--- src/secant_homing_controller_unit_defines.svh ---
// Assertion macros for the secant homing controller.
// Expects clk and arst_n in the scope where a macro is used.
`ifndef SECANT_HOMING_CONTROLLER_UNIT_DEFINES_SVH
`define SECANT_HOMING_CONTROLLER_UNIT_DEFINES_SVH

// consequent holds in the same cycle as the antecedent
`define SHC_ASSERT_SAME(lbl, ante, cons, msg) \
	lbl: assert property (@(posedge clk) disable iff (!arst_n) (ante) |-> (cons)) \
		else $error(msg);

// consequent holds in the cycle after the antecedent
`define SHC_ASSERT_NEXT(lbl, ante, cons, msg) \
	lbl: assert property (@(posedge clk) disable iff (!arst_n) (ante) |=> (cons)) \
		else $error(msg);

`endif

--- src/shc_pkg.sv ---
// Shared widths, codes and types of the secant homing controller.
// No dependencies; imported by every module of the block.
package shc_pkg;

	localparam int ANGLE_WIDTH     = 16;
	localparam int TIME_FRAC_BITS  = 8;
	localparam int MT_WIDTH        = 16 + TIME_FRAC_BITS;
	localparam int STEP_WIDTH      = 12;
	localparam int ITER_WIDTH      = 13;
	localparam int TOL_WIDTH       = 14;
	localparam int DUR_WIDTH       = 25;
	localparam int CFG_DATA_WIDTH  = 14;
	localparam int CFG_INDEX_WIDTH = 2;
	localparam int TICKS_PER_UNIT  = 1150;
	localparam int DIVERGE_FACTOR  = 5;

	localparam logic [STEP_WIDTH-1:0] STEP_TIME_RST = STEP_WIDTH'(10);
	localparam logic [ITER_WIDTH-1:0] MAX_ITER_RST  = ITER_WIDTH'(10);
	localparam logic [TOL_WIDTH-1:0]  TOLERANCE_RST = TOL_WIDTH'(102);

	localparam logic [CFG_INDEX_WIDTH-1:0] CFG_STEP_TIME = CFG_INDEX_WIDTH'(0);
	localparam logic [CFG_INDEX_WIDTH-1:0] CFG_MAX_ITER  = CFG_INDEX_WIDTH'(1);
	localparam logic [CFG_INDEX_WIDTH-1:0] CFG_TOLERANCE = CFG_INDEX_WIDTH'(2);

	typedef enum logic [1:0] {
		DRV_NONE = 2'd0,
		DRV_CW   = 2'd1,
		DRV_CCW  = 2'd2
	} drive_t;

	typedef enum logic [1:0] {
		ST_IDLE      = 2'd0,
		ST_MOVING    = 2'd1,
		ST_CONVERGED = 2'd2,
		ST_LIMIT     = 2'd3
	} status_t;

	typedef enum logic [1:0] {
		LANE_HOLD   = 2'd0,
		LANE_START  = 2'd1,
		LANE_REFINE = 2'd2
	} lane_mode_t;

	typedef enum logic [2:0] {
		L_IDLE,
		L_MUL,
		L_DIV,
		L_FIX,
		L_OUT
	} lane_state_t;

	typedef enum logic [1:0] {
		T_IDLE,
		T_BUSY,
		T_MERGE
	} top_state_t;

	typedef struct packed {
		drive_t                 drive;
		logic [DUR_WIDTH-1:0]   duration;
		logic                   in_tol;
	} lane_res_t;

	typedef struct packed {
		status_t status;
		logic    run_active;
		logic    iter_inc;
	} merge_ctl_t;

endpackage

--- src/shc_lane.sv ---
// One axis of the homing controller: secant refinement of the move time
// with a two-bit-per-cycle restoring divider, then the motor command.
// Depends on shc_pkg.
module shc_lane
	import shc_pkg::*;
(
	input  logic                          clk,
	input  logic                          arst_n,
	input  logic                          go,
	input  lane_mode_t                    mode,
	input  logic signed [ANGLE_WIDTH-1:0] angle,
	input  logic [STEP_WIDTH-1:0]         step_time,
	input  logic [TOL_WIDTH-1:0]          tolerance,
	output logic                          done,
	output lane_res_t                     res
);

	localparam int PROD_WIDTH = ANGLE_WIDTH + MT_WIDTH;
	localparam int DVS_WIDTH  = ANGLE_WIDTH + 1;
	localparam int REM_WIDTH  = DVS_WIDTH + 1;
	localparam int DIV_STEPS  = PROD_WIDTH / 2;
	localparam int CNT_WIDTH  = $clog2(DIV_STEPS);
	localparam int NOM_WIDTH  = STEP_WIDTH + TIME_FRAC_BITS;
	localparam int LIM_WIDTH  = NOM_WIDTH + 3;
	localparam int TICK_WIDTH = $clog2(TICKS_PER_UNIT + 1);
	localparam int DPROD_W    = MT_WIDTH + TICK_WIDTH;
	localparam int CMP_WIDTH  = (ANGLE_WIDTH > TOL_WIDTH) ? ANGLE_WIDTH : TOL_WIDTH;
	localparam int STEP_W     = REM_WIDTH + PROD_WIDTH;

	lane_state_t                   state_q, state_d;
	lane_mode_t                    mode_q;
	logic signed [ANGLE_WIDTH-1:0] angle_q;
	logic signed [ANGLE_WIDTH-1:0] last_q;
	logic signed [MT_WIDTH-1:0]    mt_q;
	logic [PROD_WIDTH-1:0]         dvd_q;
	logic [REM_WIDTH-1:0]          rem_q;
	logic [DVS_WIDTH-1:0]          dvs_q;
	logic                          neg_q;
	logic                          zero_q;
	logic [CNT_WIDTH-1:0]          cnt_q;
	logic                          done_q;
	lane_res_t                     res_q;

	logic capture_en, mul_en, div_en, fix_en, out_en;

	logic signed [MT_WIDTH-1:0]    nominal;
	logic [NOM_WIDTH-1:0]          nom_u;
	logic [LIM_WIDTH-1:0]          limit;
	logic [ANGLE_WIDTH-1:0]        ang_mag;
	logic [MT_WIDTH-1:0]           mt_mag;
	logic [PROD_WIDTH-1:0]         prod_mag;
	logic signed [DVS_WIDTH-1:0]   diff;
	logic [DVS_WIDTH-1:0]          diff_mag;
	logic [STEP_W-1:0]             step1, step2;
	logic                          over;
	logic signed [MT_WIDTH-1:0]    q_val;
	logic signed [MT_WIDTH-1:0]    mt_next;
	logic [DPROD_W-1:0]            dur_prod;
	logic                          in_tol;

	function automatic logic [STEP_W-1:0] div_step(
		input logic [REM_WIDTH-1:0]  rem,
		input logic [PROD_WIDTH-1:0] dvd,
		input logic [DVS_WIDTH-1:0]  dvs
	);
		logic [REM_WIDTH-1:0] trial;
		logic                 qbit;
		trial = {rem[REM_WIDTH-2:0], dvd[PROD_WIDTH-1]};
		qbit  = (trial >= REM_WIDTH'(dvs));
		if (qbit) begin
			trial = trial - REM_WIDTH'(dvs);
		end
		return {trial, dvd[PROD_WIDTH-2:0], qbit};
	endfunction

	assign nom_u   = {step_time, TIME_FRAC_BITS'(0)};
	assign nominal = MT_WIDTH'(nom_u);
	assign limit   = LIM_WIDTH'(nom_u) * LIM_WIDTH'(DIVERGE_FACTOR);

	assign ang_mag  = angle_q[ANGLE_WIDTH-1] ? ANGLE_WIDTH'(-angle_q) : ANGLE_WIDTH'(angle_q);
	assign mt_mag   = mt_q[MT_WIDTH-1] ? MT_WIDTH'(-mt_q) : MT_WIDTH'(mt_q);
	// magnitudes multiply, the sign is tracked apart
	assign prod_mag = PROD_WIDTH'(ang_mag) * PROD_WIDTH'(mt_mag);
	assign diff     = DVS_WIDTH'(angle_q) - DVS_WIDTH'(last_q);
	assign diff_mag = diff[DVS_WIDTH-1] ? DVS_WIDTH'(-diff) : DVS_WIDTH'(diff);

	assign step1 = div_step(rem_q, dvd_q, dvs_q);
	assign step2 = div_step(step1[STEP_W-1 -: REM_WIDTH], step1[PROD_WIDTH-1:0], dvs_q);

	// anything past the divergence bound, saturated or not, falls back to nominal
	assign over  = dvd_q > PROD_WIDTH'(limit);
	assign q_val = neg_q ? -$signed(dvd_q[MT_WIDTH-1:0]) : $signed(dvd_q[MT_WIDTH-1:0]);

	always_comb begin
		unique case (mode_q)
			LANE_START:  mt_next = nominal;
			LANE_REFINE: mt_next = (zero_q || over) ? nominal : q_val;
			default:     mt_next = mt_q;
		endcase
	end

	assign dur_prod = DPROD_W'(mt_mag) * DPROD_W'(TICKS_PER_UNIT);
	assign in_tol   = CMP_WIDTH'(ang_mag) < CMP_WIDTH'(tolerance);

	always_comb begin
		state_d = state_q;
		unique case (state_q)
			L_IDLE: begin
				if (go) begin
					state_d = (mode == LANE_REFINE) ? L_MUL : L_FIX;
				end
			end
			L_MUL: state_d = L_DIV;
			L_DIV: begin
				if (cnt_q == CNT_WIDTH'(DIV_STEPS - 1)) begin
					state_d = L_FIX;
				end
			end
			L_FIX:   state_d = L_OUT;
			L_OUT:   state_d = L_IDLE;
			default: state_d = L_IDLE;
		endcase
	end

	always_comb begin
		capture_en = 1'b0;
		mul_en     = 1'b0;
		div_en     = 1'b0;
		fix_en     = 1'b0;
		out_en     = 1'b0;
		unique case (state_q)
			L_IDLE:  capture_en = go;
			L_MUL:   mul_en     = 1'b1;
			L_DIV:   div_en     = 1'b1;
			L_FIX:   fix_en     = 1'b1;
			L_OUT:   out_en     = 1'b1;
			default: ;
		endcase
	end

	always_ff @(posedge clk or negedge arst_n) begin
		if (!arst_n) begin
			state_q <= L_IDLE;
			mode_q  <= LANE_HOLD;
			last_q  <= '0;
			mt_q    <= '0;
			done_q  <= 1'b0;
		end else begin
			state_q <= state_d;
			done_q  <= out_en;
			if (capture_en) begin
				mode_q <= mode;
			end
			if (fix_en) begin
				mt_q <= mt_next;
				if (mode_q != LANE_HOLD) begin
					last_q <= angle_q;
				end
			end
		end
	end

	always_ff @(posedge clk) begin
		if (capture_en) begin
			angle_q <= angle;
		end
		if (mul_en) begin
			dvd_q  <= prod_mag;
			rem_q  <= '0;
			dvs_q  <= diff_mag;
			neg_q  <= angle_q[ANGLE_WIDTH-1] ^ mt_q[MT_WIDTH-1] ^ diff[DVS_WIDTH-1];
			zero_q <= (diff == '0);
			cnt_q  <= '0;
		end
		if (div_en) begin
			rem_q <= step2[STEP_W-1 -: REM_WIDTH];
			dvd_q <= step2[PROD_WIDTH-1:0];
			cnt_q <= cnt_q + CNT_WIDTH'(1);
		end
		if (out_en) begin
			res_q.in_tol <= in_tol;
			if (in_tol) begin
				res_q.drive    <= DRV_NONE;
				res_q.duration <= '0;
			end else begin
				res_q.drive    <= angle_q[ANGLE_WIDTH-1] ? DRV_CW : DRV_CCW;
				res_q.duration <= dur_prod[TIME_FRAC_BITS +: DUR_WIDTH];
			end
		end
	end

	assign done = done_q;
	assign res  = res_q;

endmodule

--- src/shc_merge.sv ---
// Merging stage: combines the two axis results into the run status and
// the gated motor commands. Depends on shc_pkg.
module shc_merge
	import shc_pkg::*;
(
	input  logic                  active,
	input  logic [ITER_WIDTH-1:0] iter_count,
	input  logic [ITER_WIDTH-1:0] max_iterations,
	input  lane_res_t             res_x,
	input  lane_res_t             res_y,
	output merge_ctl_t            ctl,
	output lane_res_t             cmd_x,
	output lane_res_t             cmd_y
);

	lane_res_t idle_cmd;

	assign idle_cmd = '{drive: DRV_NONE, duration: '0, in_tol: 1'b1};

	always_comb begin
		ctl   = '{status: ST_IDLE, run_active: 1'b0, iter_inc: 1'b0};
		cmd_x = idle_cmd;
		cmd_y = idle_cmd;
		// limit takes precedence over convergence
		priority if (!active) begin
			ctl.status = ST_IDLE;
		end else if (iter_count >= max_iterations) begin
			ctl.status = ST_LIMIT;
		end else if (res_x.in_tol && res_y.in_tol) begin
			ctl.status = ST_CONVERGED;
		end else begin
			ctl.status     = ST_MOVING;
			ctl.run_active = 1'b1;
			ctl.iter_inc   = 1'b1;
			cmd_x          = res_x;
			cmd_y          = res_y;
		end
	end

endmodule

--- src/secant_homing_controller_unit.sv ---
// Two-axis secant homing controller: two axis lanes and the merging stage.
// Depends on shc_pkg, shc_lane, shc_merge and the assertion macro header.
//
// Each accepted tilt pair yields one command. An item inside a run that is
// not a start passes through the 40-bit restoring divider of each axis lane,
// which retires two quotient bits a cycle; start items and items outside a
// run skip the divider. No new item is taken until the last one is merged.
// A finished command waits in the output register, and the next item is
// taken while it waits; only the merge of a further result holds until the
// output is free. Configuration may be written whenever the block is idle
// and takes effect on the next item.
`include "secant_homing_controller_unit_defines.svh"

module secant_homing_controller_unit
	import shc_pkg::*;
(
	input  logic                          clk,
	input  logic                          arst_n,
	input  logic                          in_valid,
	output logic                          in_ready,
	input  logic                          start_req,
	input  logic signed [ANGLE_WIDTH-1:0] angle_x,
	input  logic signed [ANGLE_WIDTH-1:0] angle_y,
	output logic                          out_valid,
	input  logic                          out_ready,
	output logic [1:0]                    drive_x,
	output logic [DUR_WIDTH-1:0]          duration_x,
	output logic [1:0]                    drive_y,
	output logic [DUR_WIDTH-1:0]          duration_y,
	output logic [1:0]                    run_status,
	input  logic                          cfg_we,
	input  logic [CFG_INDEX_WIDTH-1:0]    cfg_index,
	input  logic [CFG_DATA_WIDTH-1:0]     cfg_data
);

	top_state_t            state_q, state_d;
	logic [STEP_WIDTH-1:0] step_time_q;
	logic [ITER_WIDTH-1:0] max_iter_q;
	logic [TOL_WIDTH-1:0]  tolerance_q;
	logic                  run_active_q;
	logic [ITER_WIDTH-1:0] iter_q;
	logic                  active_q;
	logic                  out_valid_q;
	lane_res_t             out_x_q, out_y_q;
	status_t               out_status_q;

	logic       accept;
	logic       load;
	lane_mode_t lane_mode;
	logic       lane_done_x, lane_done_y;
	lane_res_t  lane_res_x, lane_res_y;
	merge_ctl_t ctl;
	lane_res_t  cmd_x, cmd_y;

	assign accept    = in_valid && in_ready;
	assign lane_mode = start_req ? LANE_START : (run_active_q ? LANE_REFINE : LANE_HOLD);

	shc_lane u_lane_x (
		.clk       (clk),
		.arst_n    (arst_n),
		.go        (accept),
		.mode      (lane_mode),
		.angle     (angle_x),
		.step_time (step_time_q),
		.tolerance (tolerance_q),
		.done      (lane_done_x),
		.res       (lane_res_x)
	);

	shc_lane u_lane_y (
		.clk       (clk),
		.arst_n    (arst_n),
		.go        (accept),
		.mode      (lane_mode),
		.angle     (angle_y),
		.step_time (step_time_q),
		.tolerance (tolerance_q),
		.done      (lane_done_y),
		.res       (lane_res_y)
	);

	shc_merge u_merge (
		.active         (active_q),
		.iter_count     (iter_q),
		.max_iterations (max_iter_q),
		.res_x          (lane_res_x),
		.res_y          (lane_res_y),
		.ctl            (ctl),
		.cmd_x          (cmd_x),
		.cmd_y          (cmd_y)
	);

	always_comb begin
		state_d = state_q;
		unique case (state_q)
			T_IDLE: begin
				if (accept) begin
					state_d = T_BUSY;
				end
			end
			T_BUSY: begin
				if (lane_done_x) begin
					state_d = T_MERGE;
				end
			end
			T_MERGE: begin
				if (!out_valid_q || out_ready) begin
					state_d = T_IDLE;
				end
			end
			default: state_d = T_IDLE;
		endcase
	end

	always_comb begin
		in_ready = 1'b0;
		load     = 1'b0;
		unique case (state_q)
			T_IDLE:  in_ready = 1'b1;
			T_BUSY:  ;
			T_MERGE: load = !out_valid_q || out_ready;
			default: ;
		endcase
	end

	always_ff @(posedge clk or negedge arst_n) begin
		if (!arst_n) begin
			state_q      <= T_IDLE;
			step_time_q  <= STEP_TIME_RST;
			max_iter_q   <= MAX_ITER_RST;
			tolerance_q  <= TOLERANCE_RST;
			run_active_q <= 1'b0;
			iter_q       <= '0;
			active_q     <= 1'b0;
			out_valid_q  <= 1'b0;
		end else begin
			state_q <= state_d;
			if (cfg_we) begin
				unique case (cfg_index)
					CFG_STEP_TIME: step_time_q <= cfg_data[STEP_WIDTH-1:0];
					CFG_MAX_ITER:  max_iter_q  <= cfg_data[ITER_WIDTH-1:0];
					CFG_TOLERANCE: tolerance_q <= cfg_data[TOL_WIDTH-1:0];
					default:       ;
				endcase
			end
			if (accept) begin
				active_q <= start_req || run_active_q;
				// a start restarts the run count
				if (start_req) begin
					iter_q <= '0;
				end
			end
			if (load) begin
				run_active_q <= ctl.run_active;
				out_valid_q  <= 1'b1;
				if (ctl.iter_inc) begin
					iter_q <= iter_q + ITER_WIDTH'(1);
				end
			end else if (out_ready) begin
				out_valid_q <= 1'b0;
			end
		end
	end

	always_ff @(posedge clk) begin
		if (load) begin
			out_x_q      <= cmd_x;
			out_y_q      <= cmd_y;
			out_status_q <= ctl.status;
		end
	end

	assign out_valid  = out_valid_q;
	assign drive_x    = out_x_q.drive;
	assign duration_x = out_x_q.duration;
	assign drive_y    = out_y_q.drive;
	assign duration_y = out_y_q.duration;
	assign run_status = out_status_q;

	`SHC_ASSERT_SAME(a_lanes_in_step, lane_done_x || lane_done_y, lane_done_x && lane_done_y, "axis lanes finished apart")
	`SHC_ASSERT_SAME(a_idle_cmd, out_valid && (run_status != ST_MOVING), (drive_x == DRV_NONE) && (drive_y == DRV_NONE) && (duration_x == '0) && (duration_y == '0), "motor command outside a move")
	`SHC_ASSERT_NEXT(a_run_flag, load, run_active_q == (run_status == ST_MOVING), "run flag disagrees with status")

endmodule

--- config.mk ---
export PLATFORM = sky130hd
export DESIGN_NAME = secant_homing_controller_unit
export DESIGN_NICKNAME = d
export VERILOG_FILES = /design/src/shc_pkg.sv /design/src/shc_lane.sv /design/src/shc_merge.sv /design/src/secant_homing_controller_unit.sv
export VERILOG_INCLUDE_DIRS = /design/src /design/src/src
export SDC_FILE = /design/constraint.sdc
export NUM_CORES = 2
export LEC_CHECK = 0
export ABC_AREA = 0
export CAP_MARGIN = 20
export CORE_MARGIN = 1.5
export CORE_UTILIZATION = 30
export DETAILED_ROUTE_END_ITERATION = 7
export DONT_BUFFER_PORTS = 1
export PLACE_DENSITY = 0.53
export SLEW_MARGIN = 20
export SYNTH_ARGS = -nofsm -noshare
export SYNTH_HDL_FRONTEND = slang
export SYNTH_HIERARCHICAL = 1
export SYNTH_SLANG_ARGS = --single-unit
export TNS_END_PERCENT = 30
--- constraint.sdc ---
create_clock -name clk -period 14.3 [get_ports clk]
set_clock_uncertainty 0.1 [all_clocks]
set_input_delay 1.43 -clock clk [delete_from_list [all_inputs] [get_ports clk]]
set_output_delay 1.43 -clock clk [all_outputs]
set_load 0.02 [all_outputs]
# == After elaboration in Yosys (flattened, before gate mapping) ==
# Cells that the tools add are included.
# word_totals
regBits,454
input_bits,54
output_inout_bits,58
wordCells,202
# op_classes
add_sub_neg,17
mul,5
order_cmp,9
eq_ne,26
n_mux,65
bitwise_logic,5
reduce_logical,31
# op_table
operator,count
$mux 40,4
$mux 24,6
$mux 17,8
$neg 24->24,4
$pmux 24 s2,2
$gt 40x23->1,2
$mul 16x24->40,2
$ge 18x17->1,4
$sub 17x17->17,4
$mul 24x10->32 const B,2
$mux 16,4
$mux 13,4
$logic_not 17->1,2
$neg 17->17,2
$sub 16x16->17,2
$lt 16x14->1,2
$neg 16->16,2
$mux 2,13
$pmux 3 s4,2
$mux 5,4
$reduce_and 2->1,9
$mul 12x3->15 const B,1
$mux 1,14
$reduce_bool 2->1,7
22 further kinds,52

# == Depth between registers and ports, before layout ==
# depth
depth_word,6
mapped_depth,34
ltp_nobuf,31

# == Hierarchy ==
# The synthesis kept the hierarchy.
# modules_own_cells
mod,instances,cells_per_inst,area_each_um2,seq_area_each_um2
shc_lane at u_lane_y,1,3144,28416.0,4904.7
shc_lane at u_lane_x,1,3097,28110.7,4904.7
secant_homing_controller_unit,1,226,4021.4,3118.0
shc_merge,1,124,1047.3,0.0

# == Least setup slack after synthesis ==
# No wires, ideal clock.
# synth_timing
kind,register -> register
from,register u_lane_x.mt_q[0]
to,register u_lane_x.dvd_q[36] (data pin)
setup_ps,269
arrival_time_ps,8274
required_ps,13931
slack_ps,5657
path_stages_with_launch,31
n_path_buf,3
synth_period_minus_slack_ps,8643
path_cell_list,dfrtp_1 > clkbuf_1 > inv_1 > clkbuf_1 > ha_1 > nand4b_1 > or4_4 > or4_1 > o21ai_0 > xnor2_1 > clkbuf_1 > nand2_1 > fa_1 > inv_1 > fa_1 > fa_1 > fa_1 > fa_1 > inv_1 > fa_1 > inv_1 > ha_1 > a21oi_1 > o22ai_1 > a211oi_1 > o21ai_0 > a211oi_1 > o21ai_0 > or2_2 > xnor2_1 > o21ai_0
# synth_via
elab_chain_cells,5
# synth_lines
item,line,source
start: declaration,shc_lane.sv:34,logic signed [MT_WIDTH-1:0] mt_q;
start signal: assignment,shc_lane.sv:155,mt_q <= mt_next;
$neg 24->24,shc_lane.sv:81,assign mt_mag = mt_q[MT_WIDTH-1] ? MT_WIDTH'(-mt_q) : MT_WIDTH'(mt_q);
$mux 24 *,shc_lane.sv:81,
$mul 16x24->40 *,shc_lane.sv:83,assign prod_mag = PROD_WIDTH'(ang_mag) * PROD_WIDTH'(mt_mag);
$mux 40 *,shc_lane.sv:167,if (mul_en) begin
$mux 40 *,shc_lane.sv:175,if (div_en) begin
end signal: assignment,shc_lane.sv:168,dvd_q <= prod_mag;
end signal: assignment,shc_lane.sv:177,dvd_q <= step2[PROD_WIDTH-1:0];
end: declaration,shc_lane.sv:35,logic [PROD_WIDTH-1:0] dvd_q;
# Every way passes the cells marked *; elsewhere a longest branch is shown, timed or not. The select of a mux whose other input is x is not followed.
# A chain may end at the register's enable or synchronous reset.

# == Worst setup path after layout ==
# Same ends and word-level chain as after synthesis.

==> results.yml <==
sta:
  rsz0062_at_grt: "false"
  tightest_slew_ns: 1.19
  final_hold_viol_count: 0
  fin_setup_tns_ns: 0
  fmax_mhz: 102
  min_period_ns: 9.76
  fin_crit_sh_pct: 68.3
  setup_viol: 0
  slew_viol_final: 0
  relSlewSlack_pct: 20.9
critical_path:
  cpPeakStageDelay_ns: 0.64
  critical_path_class: "register to register"
  timing.rr.start: "u_lane_x/mt_q[0]"
  r2r_setup_slack_ns: 4.54
  worst_ep_arrival_time_ns: 10.13
  critPathLaunchType: "register"
  reg2regPathDepth: 31
  cp_max_fo: 15
  critPathRequiredTime_ns: 14.67
  critPathSlowestCell: "dfrtp_1"
  end_kind: "register"
  reg2reg_to: "u_lane_x/dvd_q[36]"
clock_network:
  clockBufferDepth: 3
  clk_latency_ns: 0.73
  postCtsSetupBuffers: 0
  root_buffer: "clkbuf_16"
  tritoncts: "done"
  clock-sinks: 454
  numCtsBuffers: 59
  htreeDepth: 2
  cts.clk_slew.worst_paths_ns: 0.06
  cts-resized-gates: 0
  postCtsHoldBufs: 0
floorplanning:
  die_y_um: 456
  initial_core_util_pct: 30.1
  fp.dieW_um: 456
  fp-row-count: 166
  io-pin-count: 112
  dieArea_um2: 208000
  core_um2: 204000
grt:
  antenna_found_initial: 27
  grtUsageTotal_pct: 17.6
  grt_pass1_wl_um: 285000
  grt_max_degree: 149
  overflow: 0
  grt_pass1_vias: 47500
final_layout:
  layout_common_cells: "inv_1 (1160), fa_1 (828), nand2_1 (783), ha_1 (640), nor2_1 (545)"
  syn_to_final_growth_pct: 9.37
  n_fill_cell: 21200
  final_common_cell: "inv_1"
  drive_above_1_share_pct: 5.68
  layout.nets: 8072
placement:
  finalWeightedCongestion: 0.926
  place_hpwl_um: 143000
  portBuffers: 0
yosys:
  syn_avg_cell_area_um2: 9.34
  yosys_warnings: 6
  syn_inst: 6588
  synth_area_um2: 61600
  synth_nets: 8110
power:
  pwr-share-comb_pct: 71.7
  max-vdd-ir-drop_mv: 0.188
  p_switching_mw: 6.99
  p_int_mw: 6.80
  clkPwrFrac_pct: 11.2
  pwr_density_cell_nw_per_um2: 205
  finalPower_mw: 13.8
  p_leak_nw: 32.0
  swShare_pct: 50.7
  pwr-share-seq_pct: 17.1
flow_run:
  maxCapViolations: 0
detailed_routing:
  dr.pass1.iters: 6
  routedWlPerCell_um: 19.4
  via_per_inst: 4.91
  routed_wl_um: 181000
  drt_iter0_markers: 3110
  drcViolationCount: 0
  ant_nets: 0
  via_count: 45700
hold_path:
  hold_class: "input port to async pin"
status:
  status: "finished, final reports clean"
[worst max-delay path by stage]
stage	startpoint	endpoint	slack [ns]	cells past startpoint
after floorplan	u_lane_x/mt_q[0]	u_lane_x/dvd_q[36]	5.66	30
after global placement	u_lane_x/mt_q[0]	u_lane_x/dvd_q[36]	4.81	31
after detailed placement	u_lane_x/mt_q[0]	u_lane_x/dvd_q[36]	4.70	31
after CTS	u_lane_x/mt_q[0]	u_lane_x/dvd_q[36]	4.63	31
after global routing	u_lane_x/mt_q[0]	u_lane_x/dvd_q[36]	4.04	30
final	u_lane_x/mt_q[0]	u_lane_x/dvd_q[36]	4.54	31
[worst max-delay path: cells and delay by family (launching register included)]
family                     cells  cell delay, ns
adders and majority gates      7            3.51
and+or+nand+nor                8            2.09
AOI/OAI and AO/OA              7            1.50
buffers and inverters          7            1.36
DFF                            1            0.64
xor gates and xnor gates       2            0.27
[sequential cells by signal, indices dropped and copies added (netlist names), 24 cells and up]
register and flops:
u_lane_x/dvd_q 40, u_lane_y/res 28, u_lane_x/mt_q 24, u_lane_y/mt_q 24, duration_y 25, u_lane_x/res 28
u_lane_y/dvd_q 40, duration_x 25
[routing by layer]
layer / vias to the layer above / global-route usage [%] / wire (um)
li1: 21400 / - / -
met1: 22900 / 23.6 / 81300
met2: 1157 / 29.3 / 85200
met3: 223 / 2.40 / 9430
met4: 4 / 5.01 / 5260
met5: - / 0 / 18
[power by group through the flow]
stage	registers (mW)	logic [mW]	clock network [mW]
floorplan	2.25	7.35	0
global placement	2.38	9.72	0
detailed placement	2.38	9.78	0
CTS	2.36	9.90	1.59
global route	2.40	11.2	1.63
finish	2.36	9.89	1.54
[stage by stage]
step,setup WS [ns],std cells,cell area (um2),hold WS (ns),utilization (%)
2_1_floorplan,5.66,6588,61600,0.352,-
3_3_place_gp,4.81,9176,65200,0.392,31.9
3_5_place_dp,4.70,9176,65200,0.402,31.9
4_1_cts,4.63,9287,67200,0.236,32.9
5_1_grt,4.04,9318,67300,0.248,32.9
6_report,4.54,9319,67300,0.292,32.9
[cell type report]
type | instances | area (um2) | share of cell area, %
antenna | 31 | 77.6 | 0.115
clock buffer | 73 | 1590 | 2.36
clock inverter | 38 | 427 | 0.634
inverter | 1192 | 4480 | 6.65
multi-input combinational | 4738 | 43700 | 64.9
sequential | 454 | 12900 | 19.2
tap | 2688 | 3360 | 5.00
timing repair buffer | 105 | 808 | 1.20
Power figures use the tool's default switching activity.
